==> src/design/ghhp_pkg.sv <==
// ----------------------------------------------------------------------------
// ghhp_pkg
// Shared constants and helpers for the gated hue histogram peak finder.
// ----------------------------------------------------------------------------
package ghhp_pkg;

   // Pixel counters saturate here
   localparam int MAX_PIXELS = 65536;
   localparam int CNT_W      = $clog2(MAX_PIXELS + 1);

   // Histogram geometry
   localparam int HUE_BINS = 180;
   localparam int ADDR_W   = $clog2(HUE_BINS);

   // Field widths of the streams
   localparam int PIX_W     = 8;
   localparam int ACC_OUT_W = 17;
   localparam int REQ_W     = 3 * PIX_W;
   localparam int RSP_W     = 32;

   // Fallback: accepted < floor(total * PCT / DIV), DIV divisible by PCT
   localparam int FALLBACK_PCT   = 5;
   localparam int PCT_DIV        = 100;
   localparam int FALLBACK_RATIO = PCT_DIV / FALLBACK_PCT;
   localparam int CMP_W          = CNT_W + $clog2(FALLBACK_RATIO) + 1;
   localparam logic [PIX_W-1:0] FALLBACK_HUE = PIX_W'(157);

   // Register indexes of the configuration port
   localparam int CSR_IDX_W = 2;
   localparam logic [CSR_IDX_W-1:0] CSR_MIN_SAT = CSR_IDX_W'(0);
   localparam logic [CSR_IDX_W-1:0] CSR_MIN_VAL = CSR_IDX_W'(1);

   typedef logic [CNT_W-1:0] count_type;

   // Saturating increment
   function automatic count_type sat_inc(input count_type v);
      count_type r;
      if (v < CNT_W'(MAX_PIXELS)) begin
         r = v + CNT_W'(1);
      end else begin
         r = CNT_W'(MAX_PIXELS);
      end
      return r;
   endfunction

   // Low bits of a count as reported on the result stream
   function automatic logic [ACC_OUT_W-1:0] to_out_count(input count_type v);
      logic [CNT_W+ACC_OUT_W-1:0] wide;
      wide = {{ACC_OUT_W{1'b0}}, v};
      return wide[ACC_OUT_W-1:0];
   endfunction

endpackage

==> src/design/gated_hue_histogram_peak.sv <==
// ----------------------------------------------------------------------------
// gated_hue_histogram_peak
// Gated 180-bin hue histogram over one region with a mode search at its end.
// ----------------------------------------------------------------------------
// Pixels of a region are taken one per cycle; each passing pixel does a
// read-modify-write of its bin in the histogram RAM through a two-stage
// pipeline with forwarding, so back-to-back pixels of the same hue are safe.
// After the pixel marked tlast the input stalls while the block drains the
// pipeline, scans all 180 bins through the single RAM read port (one bin per
// cycle) and loads the result register. Bins are cleared at once through
// per-bin valid flops when the result is loaded. The next region's pixels
// are accepted while the loaded result waits; the input stays stalled while
// a finished region waits for a full result register.
module gated_hue_histogram_peak (
   input  logic                                clock,
   input  logic                                reset,
   // configuration
   input  logic                                csr_wr_en,
   input  logic [ghhp_pkg::CSR_IDX_W-1:0]      csr_index,
   input  logic [ghhp_pkg::PIX_W-1:0]          csr_wdata,
   // pixels
   input  logic                                req_tvalid,
   output logic                                req_tready,
   input  logic [ghhp_pkg::REQ_W-1:0]          req_tdata,   // hue, saturation, brightness
   input  logic                                req_tlast,   // last_pixel
   // results
   output logic                                rsp_tvalid,
   input  logic                                rsp_tready,
   output logic [ghhp_pkg::RSP_W-1:0]          rsp_tdata,   // hue_center, accepted_count, zero pad
   output logic                                rsp_tuser    // used_fallback
);

   localparam logic [1:0] ST_ACC    = 2'd0;
   localparam logic [1:0] ST_DRAIN  = 2'd1;
   localparam logic [1:0] ST_SCAN   = 2'd2;
   localparam logic [1:0] ST_RESULT = 2'd3;

   localparam int AW = ghhp_pkg::ADDR_W;
   localparam int PW = ghhp_pkg::PIX_W;
   localparam int CW = ghhp_pkg::CNT_W;

   // histogram RAM and per-bin valid flags
   logic [CW-1:0]                  hist_mem [ghhp_pkg::HUE_BINS];
   logic [ghhp_pkg::HUE_BINS-1:0]  hist_vld_ff, hist_vld_in;
   logic [CW-1:0]                  rdata_ff;

   logic [1:0]    state_ff, state_in;
   logic [PW-1:0] min_sat_ff, min_val_ff;

   ghhp_pkg::count_type total_ff, total_in, acc_ff, acc_in;

   // update pipeline
   logic          upd_vld_ff, upd_vld_in;
   logic [AW-1:0] upd_addr_ff;
   logic          wb_vld_ff;
   logic [AW-1:0] wb_addr_ff;
   logic [CW-1:0] wb_data_ff;

   // scan
   logic [AW-1:0] scan_idx_ff, scan_idx_in;
   logic          scan_rd_ff, scan_rd_in;
   logic [AW-1:0] rd_idx_ff;
   logic [CW-1:0] best_ff, best_in;
   logic [AW-1:0] center_ff, center_in;

   // captured region result
   logic                  fb_ff, fb_in;
   ghhp_pkg::count_type   res_cnt_ff, res_cnt_in;

   // result register
   logic                  rsp_vld_ff, rsp_vld_in;
   logic [PW-1:0]         rsp_hue_ff;
   logic [ghhp_pkg::ACC_OUT_W-1:0] rsp_cnt_ff;
   logic                  rsp_fb_ff;

   logic          req_acc, pass, last_bin, load_rsp, scan_issue;
   logic [PW-1:0] px_hue, px_sat, px_val;
   logic [AW-1:0] rd_addr;
   logic          rd_en;
   logic [CW-1:0] upd_base, upd_new, scan_data;
   ghhp_pkg::count_type total_nx, acc_nx;
   logic [ghhp_pkg::CMP_W-1:0] fb_lhs, fb_rhs;

   // input decode and gate
   assign px_hue  = req_tdata[PW-1:0];
   assign px_sat  = req_tdata[2*PW-1:PW];
   assign px_val  = req_tdata[3*PW-1:2*PW];
   assign req_tready = (state_ff == ST_ACC);
   assign req_acc = req_tvalid && req_tready;
   assign pass    = (px_hue < PW'(ghhp_pkg::HUE_BINS)) && (px_sat >= min_sat_ff) &&
                    (px_val >= min_val_ff);

   // counters and fallback test: accepted < floor(total/R) <=> R*(accepted+1) <= total
   assign total_nx = ghhp_pkg::sat_inc(total_ff);
   assign acc_nx   = pass ? ghhp_pkg::sat_inc(acc_ff) : acc_ff;
   assign fb_lhs   = (ghhp_pkg::CMP_W'(acc_nx) + ghhp_pkg::CMP_W'(1)) *
                     ghhp_pkg::CMP_W'(ghhp_pkg::FALLBACK_RATIO);
   assign fb_rhs   = ghhp_pkg::CMP_W'(total_nx);

   // read-modify-write with forwarding of the write that shares the read edge
   always_comb begin
      if (wb_vld_ff && (wb_addr_ff == upd_addr_ff)) begin
         upd_base = wb_data_ff;
      end else if (hist_vld_ff[upd_addr_ff]) begin
         upd_base = rdata_ff;
      end else begin
         upd_base = '0;
      end
      upd_new = ghhp_pkg::sat_inc(upd_base);
   end

   // scan data and RAM read port select
   assign scan_data  = hist_vld_ff[rd_idx_ff] ? rdata_ff : '0;
   assign last_bin   = scan_rd_ff && (rd_idx_ff == AW'(ghhp_pkg::HUE_BINS - 1));
   assign scan_issue = (state_ff == ST_SCAN) &&
                       (scan_idx_ff <= AW'(ghhp_pkg::HUE_BINS - 1)) && !scan_rd_last_issued();
   assign rd_addr    = (state_ff == ST_SCAN) ? scan_idx_ff : px_hue[AW-1:0];
   assign rd_en      = scan_issue || (req_acc && pass);
   assign load_rsp   = (state_ff == ST_RESULT) && (!rsp_vld_ff || rsp_tready);

   // the scan stops issuing once the last bin has been read
   function automatic logic scan_rd_last_issued();
      return scan_rd_ff && (rd_idx_ff == AW'(ghhp_pkg::HUE_BINS - 1));
   endfunction

   // next-state logic
   always_comb begin
      state_in    = state_ff;
      total_in    = total_ff;
      acc_in      = acc_ff;
      fb_in       = fb_ff;
      res_cnt_in  = res_cnt_ff;
      upd_vld_in  = req_acc && pass;
      scan_idx_in = scan_idx_ff;
      scan_rd_in  = scan_issue;
      best_in     = best_ff;
      center_in   = center_ff;
      hist_vld_in = hist_vld_ff;
      rsp_vld_in  = rsp_vld_ff && !rsp_tready;

      if (upd_vld_ff) begin
         hist_vld_in[upd_addr_ff] = 1'b1;
      end

      if (req_acc) begin
         total_in = total_nx;
         acc_in   = acc_nx;
         if (req_tlast) begin
            fb_in      = (fb_lhs <= fb_rhs);
            res_cnt_in = acc_nx;
            total_in   = '0;
            acc_in     = '0;
         end
      end

      if (scan_issue) begin
         scan_idx_in = scan_idx_ff + AW'(1);
      end

      // running maximum, lowest index wins ties
      if (scan_rd_ff) begin
         if ((rd_idx_ff == '0) || (scan_data > best_ff)) begin
            best_in   = scan_data;
            center_in = rd_idx_ff;
         end
      end

      case (state_ff)
         ST_ACC: begin
            if (req_acc && req_tlast) begin
               state_in = ST_DRAIN;
            end
         end
         ST_DRAIN: begin
            state_in    = ST_SCAN;
            scan_idx_in = '0;
         end
         ST_SCAN: begin
            if (last_bin) begin
               state_in = ST_RESULT;
            end
         end
         ST_RESULT: begin
            if (load_rsp) begin
               state_in    = ST_ACC;
               rsp_vld_in  = 1'b1;
               hist_vld_in = '0;
            end
         end
         default: begin
            state_in = ST_ACC;
         end
      endcase
   end

   // histogram RAM: one read, one write per cycle
   always_ff @(posedge clock) begin
      if (rd_en) begin
         rdata_ff <= hist_mem[rd_addr];
      end
      if (upd_vld_ff) begin
         hist_mem[upd_addr_ff] <= upd_new;
      end
   end

   // control registers
   always_ff @(posedge clock) begin
      if (reset) begin
         state_ff    <= ST_ACC;
         min_sat_ff  <= '0;
         min_val_ff  <= '0;
         total_ff    <= '0;
         acc_ff      <= '0;
         hist_vld_ff <= '0;
         upd_vld_ff  <= 1'b0;
         wb_vld_ff   <= 1'b0;
         scan_rd_ff  <= 1'b0;
         rsp_vld_ff  <= 1'b0;
      end else begin
         state_ff    <= state_in;
         total_ff    <= total_in;
         acc_ff      <= acc_in;
         hist_vld_ff <= hist_vld_in;
         upd_vld_ff  <= upd_vld_in;
         wb_vld_ff   <= upd_vld_ff;
         scan_rd_ff  <= scan_rd_in;
         rsp_vld_ff  <= rsp_vld_in;
         if (csr_wr_en) begin
            case (csr_index)
               ghhp_pkg::CSR_MIN_SAT: min_sat_ff <= csr_wdata;
               ghhp_pkg::CSR_MIN_VAL: min_val_ff <= csr_wdata;
               default: ;
            endcase
         end
      end
   end

   // payload registers
   always_ff @(posedge clock) begin
      upd_addr_ff <= px_hue[AW-1:0];
      wb_addr_ff  <= upd_addr_ff;
      wb_data_ff  <= upd_new;
      rd_idx_ff   <= scan_idx_ff;
      scan_idx_ff <= scan_idx_in;
      best_ff     <= best_in;
      center_ff   <= center_in;
      fb_ff       <= fb_in;
      res_cnt_ff  <= res_cnt_in;
      if (load_rsp) begin
         rsp_hue_ff <= fb_ff ? ghhp_pkg::FALLBACK_HUE : PW'(center_ff);
         rsp_fb_ff  <= fb_ff;
         rsp_cnt_ff <= ghhp_pkg::to_out_count(res_cnt_ff);
      end
   end

   // result stream
   assign rsp_tvalid = rsp_vld_ff;
   assign rsp_tdata  = {(ghhp_pkg::RSP_W - PW - ghhp_pkg::ACC_OUT_W)'(0), rsp_cnt_ff, rsp_hue_ff};
   assign rsp_tuser  = rsp_fb_ff;

endmodule

==> config.mk <==
export PLATFORM = sky130hd
export DESIGN_NAME = gated_hue_histogram_peak
export DESIGN_NICKNAME = d
export VERILOG_FILES = /design/src/design/ghhp_pkg.sv /design/src/design/gated_hue_histogram_peak.sv
export SDC_FILE = /design/constraint.sdc
export NUM_CORES = 2
export LEC_CHECK = 0
export ABC_AREA = 1
export ABC_CLOCK_PERIOD_IN_PS = 19300
export BUFFER_PORTS_ARGS = -buffer_cell sky130_fd_sc_hd__buf_4
export CORE_MARGIN = 1.5
export CORE_UTILIZATION = 50
export DETAILED_ROUTE_END_ITERATION = 10
export GPL_ROUTABILITY_DRIVEN = 0
export PLACE_DENSITY = 0.65
export SETUP_SLACK_MARGIN = 0.2
export SLEW_MARGIN = 20
export SYNTH_ARGS = -nofsm -noshare
export SYNTH_HDL_FRONTEND = slang
export SYNTH_SLANG_ARGS = --single-unit
==> constraint.sdc <==
create_clock -name clock -period 19.3 [get_ports clock]
set_input_delay 1.93 -clock clock [delete_from_list [all_inputs] [get_ports clock]]
set_output_delay 1.93 -clock clock [all_outputs]
set_load 0.01 [all_outputs]
* Word-level counts from Yosys, hierarchy flattened
Memories as Yosys holds them, arrays and structs flattened. A register that Yosys moved wholly into a read port is not among the register bits.
Cells that the tools add are included.
** Storage, ports and cells
- Register bits after elaboration :: 354
- Word-level logic and storage cells :: 104
- Bits in writable memories :: 3060
- Input bits :: 40
- Output and inout port bits :: 35
- Memories :: 1
** Cells by class
- Muxes and demuxes :: 27
- Reduce and logical (&&, ||, !) cells :: 26
- $add $sub $neg :: 5
- Magnitude comparators :: 12
- Eq/ne operators :: 9
- Bitwise logic cells :: 1
- Multipliers :: 1
** Memories
- hist_mem :: words 180, width 17, rd ports 1, clocked after memory_dff 1, write ports 1, line gated_hue_histogram_peak.sv:43 : logic [CW-1:0] hist_mem [ghhp_pkg::HUE_BINS];
** Operators with widths (count)
- 2-to-1 mux 180 bit :: 3
- bitwise OR 180 bit :: 1
- 2-to-1 mux 17 bit :: 9
- adder 17 x 1 -> 17 bit (second input constant) :: 3
- < comparator 17 bit (second input constant) :: 3
- <= comparator 23 x 17 -> 1 bit :: 1
- multiplier 18 x 3 -> 21 bit (second input constant) :: 1
- adder 17 x 1 -> 18 bit (second input constant) :: 1
- < comparator 8 x 9 -> 1 bit (second input constant) :: 2
- > comparator 17 bit :: 1
- binary-select mux 1 bit (select 8 bit) :: 2
- greater-or-equal comparator 8 bit :: 2
- logical AND 1 bit :: 12
- adder 8 x 1 -> 8 bit (second input constant) :: 1
- demux 1 bit (select 8 bit) :: 1
- equality test 8 bit :: 1
- equality test 8 bit (second input constant) :: 1
- greater-or-equal comparator 8 x 1 -> 1 bit (second input constant) :: 1
- <= comparator 8 bit (second input constant) :: 1
- logical NOT 8 bit :: 1
- < comparator 8 bit (second input constant) :: 1
- 2-to-1 mux 8 bit :: 1
- case mux 2 bit (4 select lines) :: 1
- AND reduction 2 bit :: 4
- other kinds (10) :: 26

* Depth between registers and ports, before layout
- Depth after elaboration :: 8
- Mapped depth :: 38
- Mapped depth without buffers :: 37

* Worst setup path before layout
Ideal clock, no wire load.
- Path type :: flip-flop to flip-flop
- Start :: register upd_addr_ff[0]
- End :: memory hist_mem[0][16] (netlist name) (data pin)
- Required time :: 17.694 ns
- Stages on the path, launching flop included :: 23
- Slack :: 8.532 ns
- Library setup time :: 1.606 ns
- Clock period less this slack :: 10.768 ns
- Buffers on the path :: 4
- Data arrival time :: 9.162 ns
- Cell sequence :: dfxtp_1 buf_6 buf_6 buf_6 o21ai_1 nand2_1 nand2_1 nand2_1 nand2_1 nor2_1 nor2_1 nor2_1 nand2_1 nand2_2 nand3_4 buf_6 nand2_1 nand2_2 ha_1 inv_1 nor2_4 nand2_1 o21ai_0
** Between the ends
- Cells in the longest elaborated chain, start to end :: 6
- Elaborated cells on any way between the ends :: 9
- Those cells by class :: 1 x add/sub; 1 x order compare; 1 x eq/ne; 5 x mux; 1 x reduce/logical
** RTL lines
- start, declared :: line gated_hue_histogram_peak.sv:54 : logic [AW-1:0] upd_addr_ff;
- start signal, assigned :: line gated_hue_histogram_peak.sv:240 : upd_addr_ff <= px_hue[AW-1:0];
- binary-select mux 1 bit (select 8 bit) :: line gated_hue_histogram_peak.sv:104 : end else if (hist_vld_ff[upd_addr_ff]) begin
- 2-to-1 mux 1 bit (not written as such) :: line gated_hue_histogram_peak.sv:104
- 2-to-1 mux 17 bit :: line gated_hue_histogram_peak.sv:104
- 2-to-1 mux 17 bit (*) :: line gated_hue_histogram_peak.sv:102 : if (wb_vld_ff && (wb_addr_ff == upd_addr_ff)) begin
- adder 17 x 1 -> 17 bit or < comparator 17 bit (tied branches) :: line ghhp_pkg.sv:39, ghhp_pkg.sv:38
- 2-to-1 mux 17 bit (*) :: line ghhp_pkg.sv:38 : if (v < CNT_W'(MAX_PIXELS)) begin
- net upd_new[16] :: line gated_hue_histogram_peak.sv:80 : logic [CW-1:0] upd_base, upd_new, scan_data;
- end, declared :: line gated_hue_histogram_peak.sv:43
The timed path passes the listed nets; every way through them passes the cells marked *. The select of a mux whose other input is x is not followed.

* Worst setup path after layout
- Start :: register rd_idx_ff[0]
- End :: register best_ff[7], enable pin
** Between the ends
- Cells in the longest elaborated chain, start to end :: 6
- Elaborated cells on any way between the ends :: 7
- Those cells by class :: 1 x order compare; 3 x mux; 3 x reduce/logical
** RTL lines
- start, declared :: line gated_hue_histogram_peak.sv:62 : logic [AW-1:0] rd_idx_ff;
- start signal, assigned :: line gated_hue_histogram_peak.sv:243 : rd_idx_ff <= scan_idx_ff;
- binary-select mux 1 bit (select 8 bit) :: line gated_hue_histogram_peak.sv:113 : assign scan_data = hist_vld_ff[rd_idx_ff] ? rdata_ff : '0;
- 2-to-1 mux 1 bit (not written as such) :: line gated_hue_histogram_peak.sv:113
- 2-to-1 mux 17 bit :: line gated_hue_histogram_peak.sv:113
- net scan_data[2] :: line gated_hue_histogram_peak.sv:80
- > comparator 17 bit :: line gated_hue_histogram_peak.sv:162 : if ((rd_idx_ff == '0) || (scan_data > best_ff)) begin
- logical OR 1 bit :: line gated_hue_histogram_peak.sv:162
- AND reduction 2 bit (no source line)
- end signal, assigned :: line gated_hue_histogram_peak.sv:245 : best_ff <= best_in;
- end, declared :: line gated_hue_histogram_peak.sv:63 : logic [CW-1:0] best_ff, best_in;
The timed path passes the listed nets, and every way through them passes these cells. The select of a mux whose other input is x is not followed.
A chain may end at the register's enable or synchronous reset.

==> metrics <==
fin area=155000 µm²; fin worst setup slack=11420 ps; DP Area=144000 µm²; Num CTS Buffers=349; RSZ-0062 raised after global routing=no; minimum clock period=7880 ps; gate count of the mapped netlist=11459; Setup TNS=0 ps; CP Buf/Inv Count=4; clock sink count=3431; Tightest Pin Transition=1250 ps; Top Family by Delay on Critical Path=compound AO/OA/AOI/OAI gates; Post-synth EDFFs=3146; post-DR vias/cell=6.32; setup bufs post-CTS=0; CTS tree=done; vias in the first global route=91498; Max Slew Vio Count=0; fin nets=11485; CP Class=register to register; Clock Latency Late Sink=960 ps; critical path startpoint=rd_idx_ff[0]; Max Cap Violations=0; slowest stage cell, crit path=dfxtp_4; Worst Setup End Kind=register; cts repair resizes=0; worst hold path type=register to register; largest net degree at the start of global routing=217; FP Rows=193; top_reg_cell synth=edfxtp_1; Critical Path RT=19970 ps; CTS Hold Buffers Added=0; post-synthesis area per instance=12.1 µm²; DRT iter0 DRCs=14084; CTS Buffer Depth=4; clk slew on worst S/H paths=60 ps; first-pass GRT wire length=608000 µm; total grt overflow=0; Core Area=276000 µm²; hold_sp=scan_idx_ff[0]; Starting Density=0.503; DRC violation count after routing=0; Hold Vio Cnt, Final=0; Ys Warns=0; Post-Route WL=417000 µm; FF+latch count, synth=3431; CP peak stage delay=980 ps; Setup crit start kind=register; sequential area share after synthesis=0.721; total die area=281000 µm²; io pins=75; wire per inst=27.2 µm; share of layout cells above drive strength 1=0.0881; Final Util=0.560; remaining antenna violation count after routing=0; maximum vdd drop=0.0925 mV; CTS HTree Levels=5; initial antenna violation count=19; crit path cell chain=clkinv_2 > buf_4 > o21ai_0 > o221ai_1 > o211ai_1 > nand3_1 > nand2_1 > nand3_1 > o311ai_0 > nand2_1 > clkinv_1 > nor2_1 > ha_1 > a21oi_1 > nor2_1 > a2111oi_0 > o221ai_1 > nand2_1 > a21oi_1 > o22ai_1 > a21oi_2 > buf_4; Most common cell on crit path=nand2_1; CP Data Arrival Time=8550 ps; Fin Clk Skew=60.3 ps; most frequent cells in the layout=edfxtp_1, nor2_1, o21ai_0; Async S/R FF share, synth=0; P_leak=45.6 nW; DIE HEIGHT=530 µm; mapped cell area=139000 µm²; commonest non-fill, non-tap cell in the layout=edfxtp_1; CTS root buffer=clkbuf_16; fin crit share=0.408; total number of vias=96961; number of fillers in the final layout=22107; Total GRT Usage=0.291; worst r2r src=rd_idx_ff[0]; Post-Place Setup Slack=10800 ps; synthesis-to-finish area growth=11.5%; CP max FO=78; DP HPWL=233000 µm; Final setup viols=0; PortBufs=67; post-synth cell types=52; Pwr Density=118 nW/µm²; status=completed; relative slew slack=0.165; total power=18.3 mW; Die X=530 µm; drt first pass iters=7; Achievable Freq=0.127 GHz
[cells by family (layout without fill, tap and decap cells)]
logic type / Yosys count / after routing / synth area share
and+or+nand+nor: 3586 / 3586 / 0.102
DFF: 3431 / 3431 / 0.721
AOI/OAI and AO/OA: 3221 / 3221 / 0.135
buffers and inverters: 1097 / 1266 / 0.0325
adders and majority gates: 90 / 90 / 0.00816
xor gates and xnor gates: 33 / 33 / 0.00208
other: 1 / 12 / 0.0000270
[worst paths after layout]
kind / to / slack, ps / cells past startpoint
setup / recovery: best_ff[7] / 11420 / 22
hold / removal: rd_idx_ff[0] / 400 / 0
setup reg to reg: best_ff[7] / 11420 / 22
hold reg to reg: rd_idx_ff[0] / 400 / 0
[metrics by stage]
| step | hold slack [ps] | instances |
|---|---|---|
| floorplan | 351 | 11465 |
| global placement | 378 | 14707 |
| detailed placement | 387 | 14707 |
| CTS | 397 | 15337 |
| global route | 411 | 15340 |
| finish | 402 | 15344 |
[power by group]
group	total (mW)	internal, mW	switching, mW
Sequential	8.15	8.07	0.0812
Clock	6.60	3.72	2.88
Combinational	3.55	0.864	2.69
[Yosys cell counts (2+ instances only)]
cell type     n  area (µm²)
a211oi_1      5        37.5
a21o_1        5        37.5
a21oi_1     166         831
a31oi_1      15        93.8
and3_1        3        18.8
buf_1        23        86.3
buf_2       197         986
buf_4        25         188
buf_6         7        78.8
clkbuf_1    539        2020
clkinv_1     24        90.1
dfxtp_1     285        5710
edfxtp_1   3146       94500
ha_1         89        1110
inv_1       272        1020
inv_2         9        33.8
nand2_1     677        2540
nand2_2      11        68.8
nand3_1     314        1570
nand3_2       2        20.0
nand3b_1      5        37.5
nand4_1      30         188
nor2_1     2483        9320
nor2_2        2        12.5
nor3_1       37         185
nor3_2        2        20.0
nor3b_1       2        15.0
nor4_1        4        25.0
o211a_1       2        20.0
o211ai_1    231        1730
o21ai_0    1859        9300
o21ai_1      41         205
o21ai_2       3        26.3
o21bai_1     40         300
o221ai_1    301        2640
o22ai_1     547        3420
or2_2        10        62.6
xnor2_1       8        70.1
xor2_1       25         219
[layer usage]
layer / share of wire / global-route usage
met5: 0.00022 / 0
met4: 0.048 / 0.130
met3: 0.12 / 0.0630
met2: 0.44 / 0.436
met1: 0.39 / 0.409
[sequential cells by signal, summed over array words and instances (netlist names), 17 cells and up]
signal	count
best_ff	17
res_cnt_ff	17
wb_data_ff	17
total_ff	17
acc_ff	17
hist_vld_ff	180
rdata_ff	17
hist_mem	3060
rsp_cnt_ff	17
[cell type report]
type	instances	area, µm²	area share
sequential	3431	100000	0.647
multi-input combinational	6937	35200	0.227
clock buffer	455	9340	0.0603
tap	3705	4640	0.0299
timing repair buffer	330	2660	0.0172
clock inverter	175	1750	0.0113
inverter	306	1180	0.00764
antenna	5	12.5	0.0000808
Note: power is estimated with default switching activity, not from simulation.
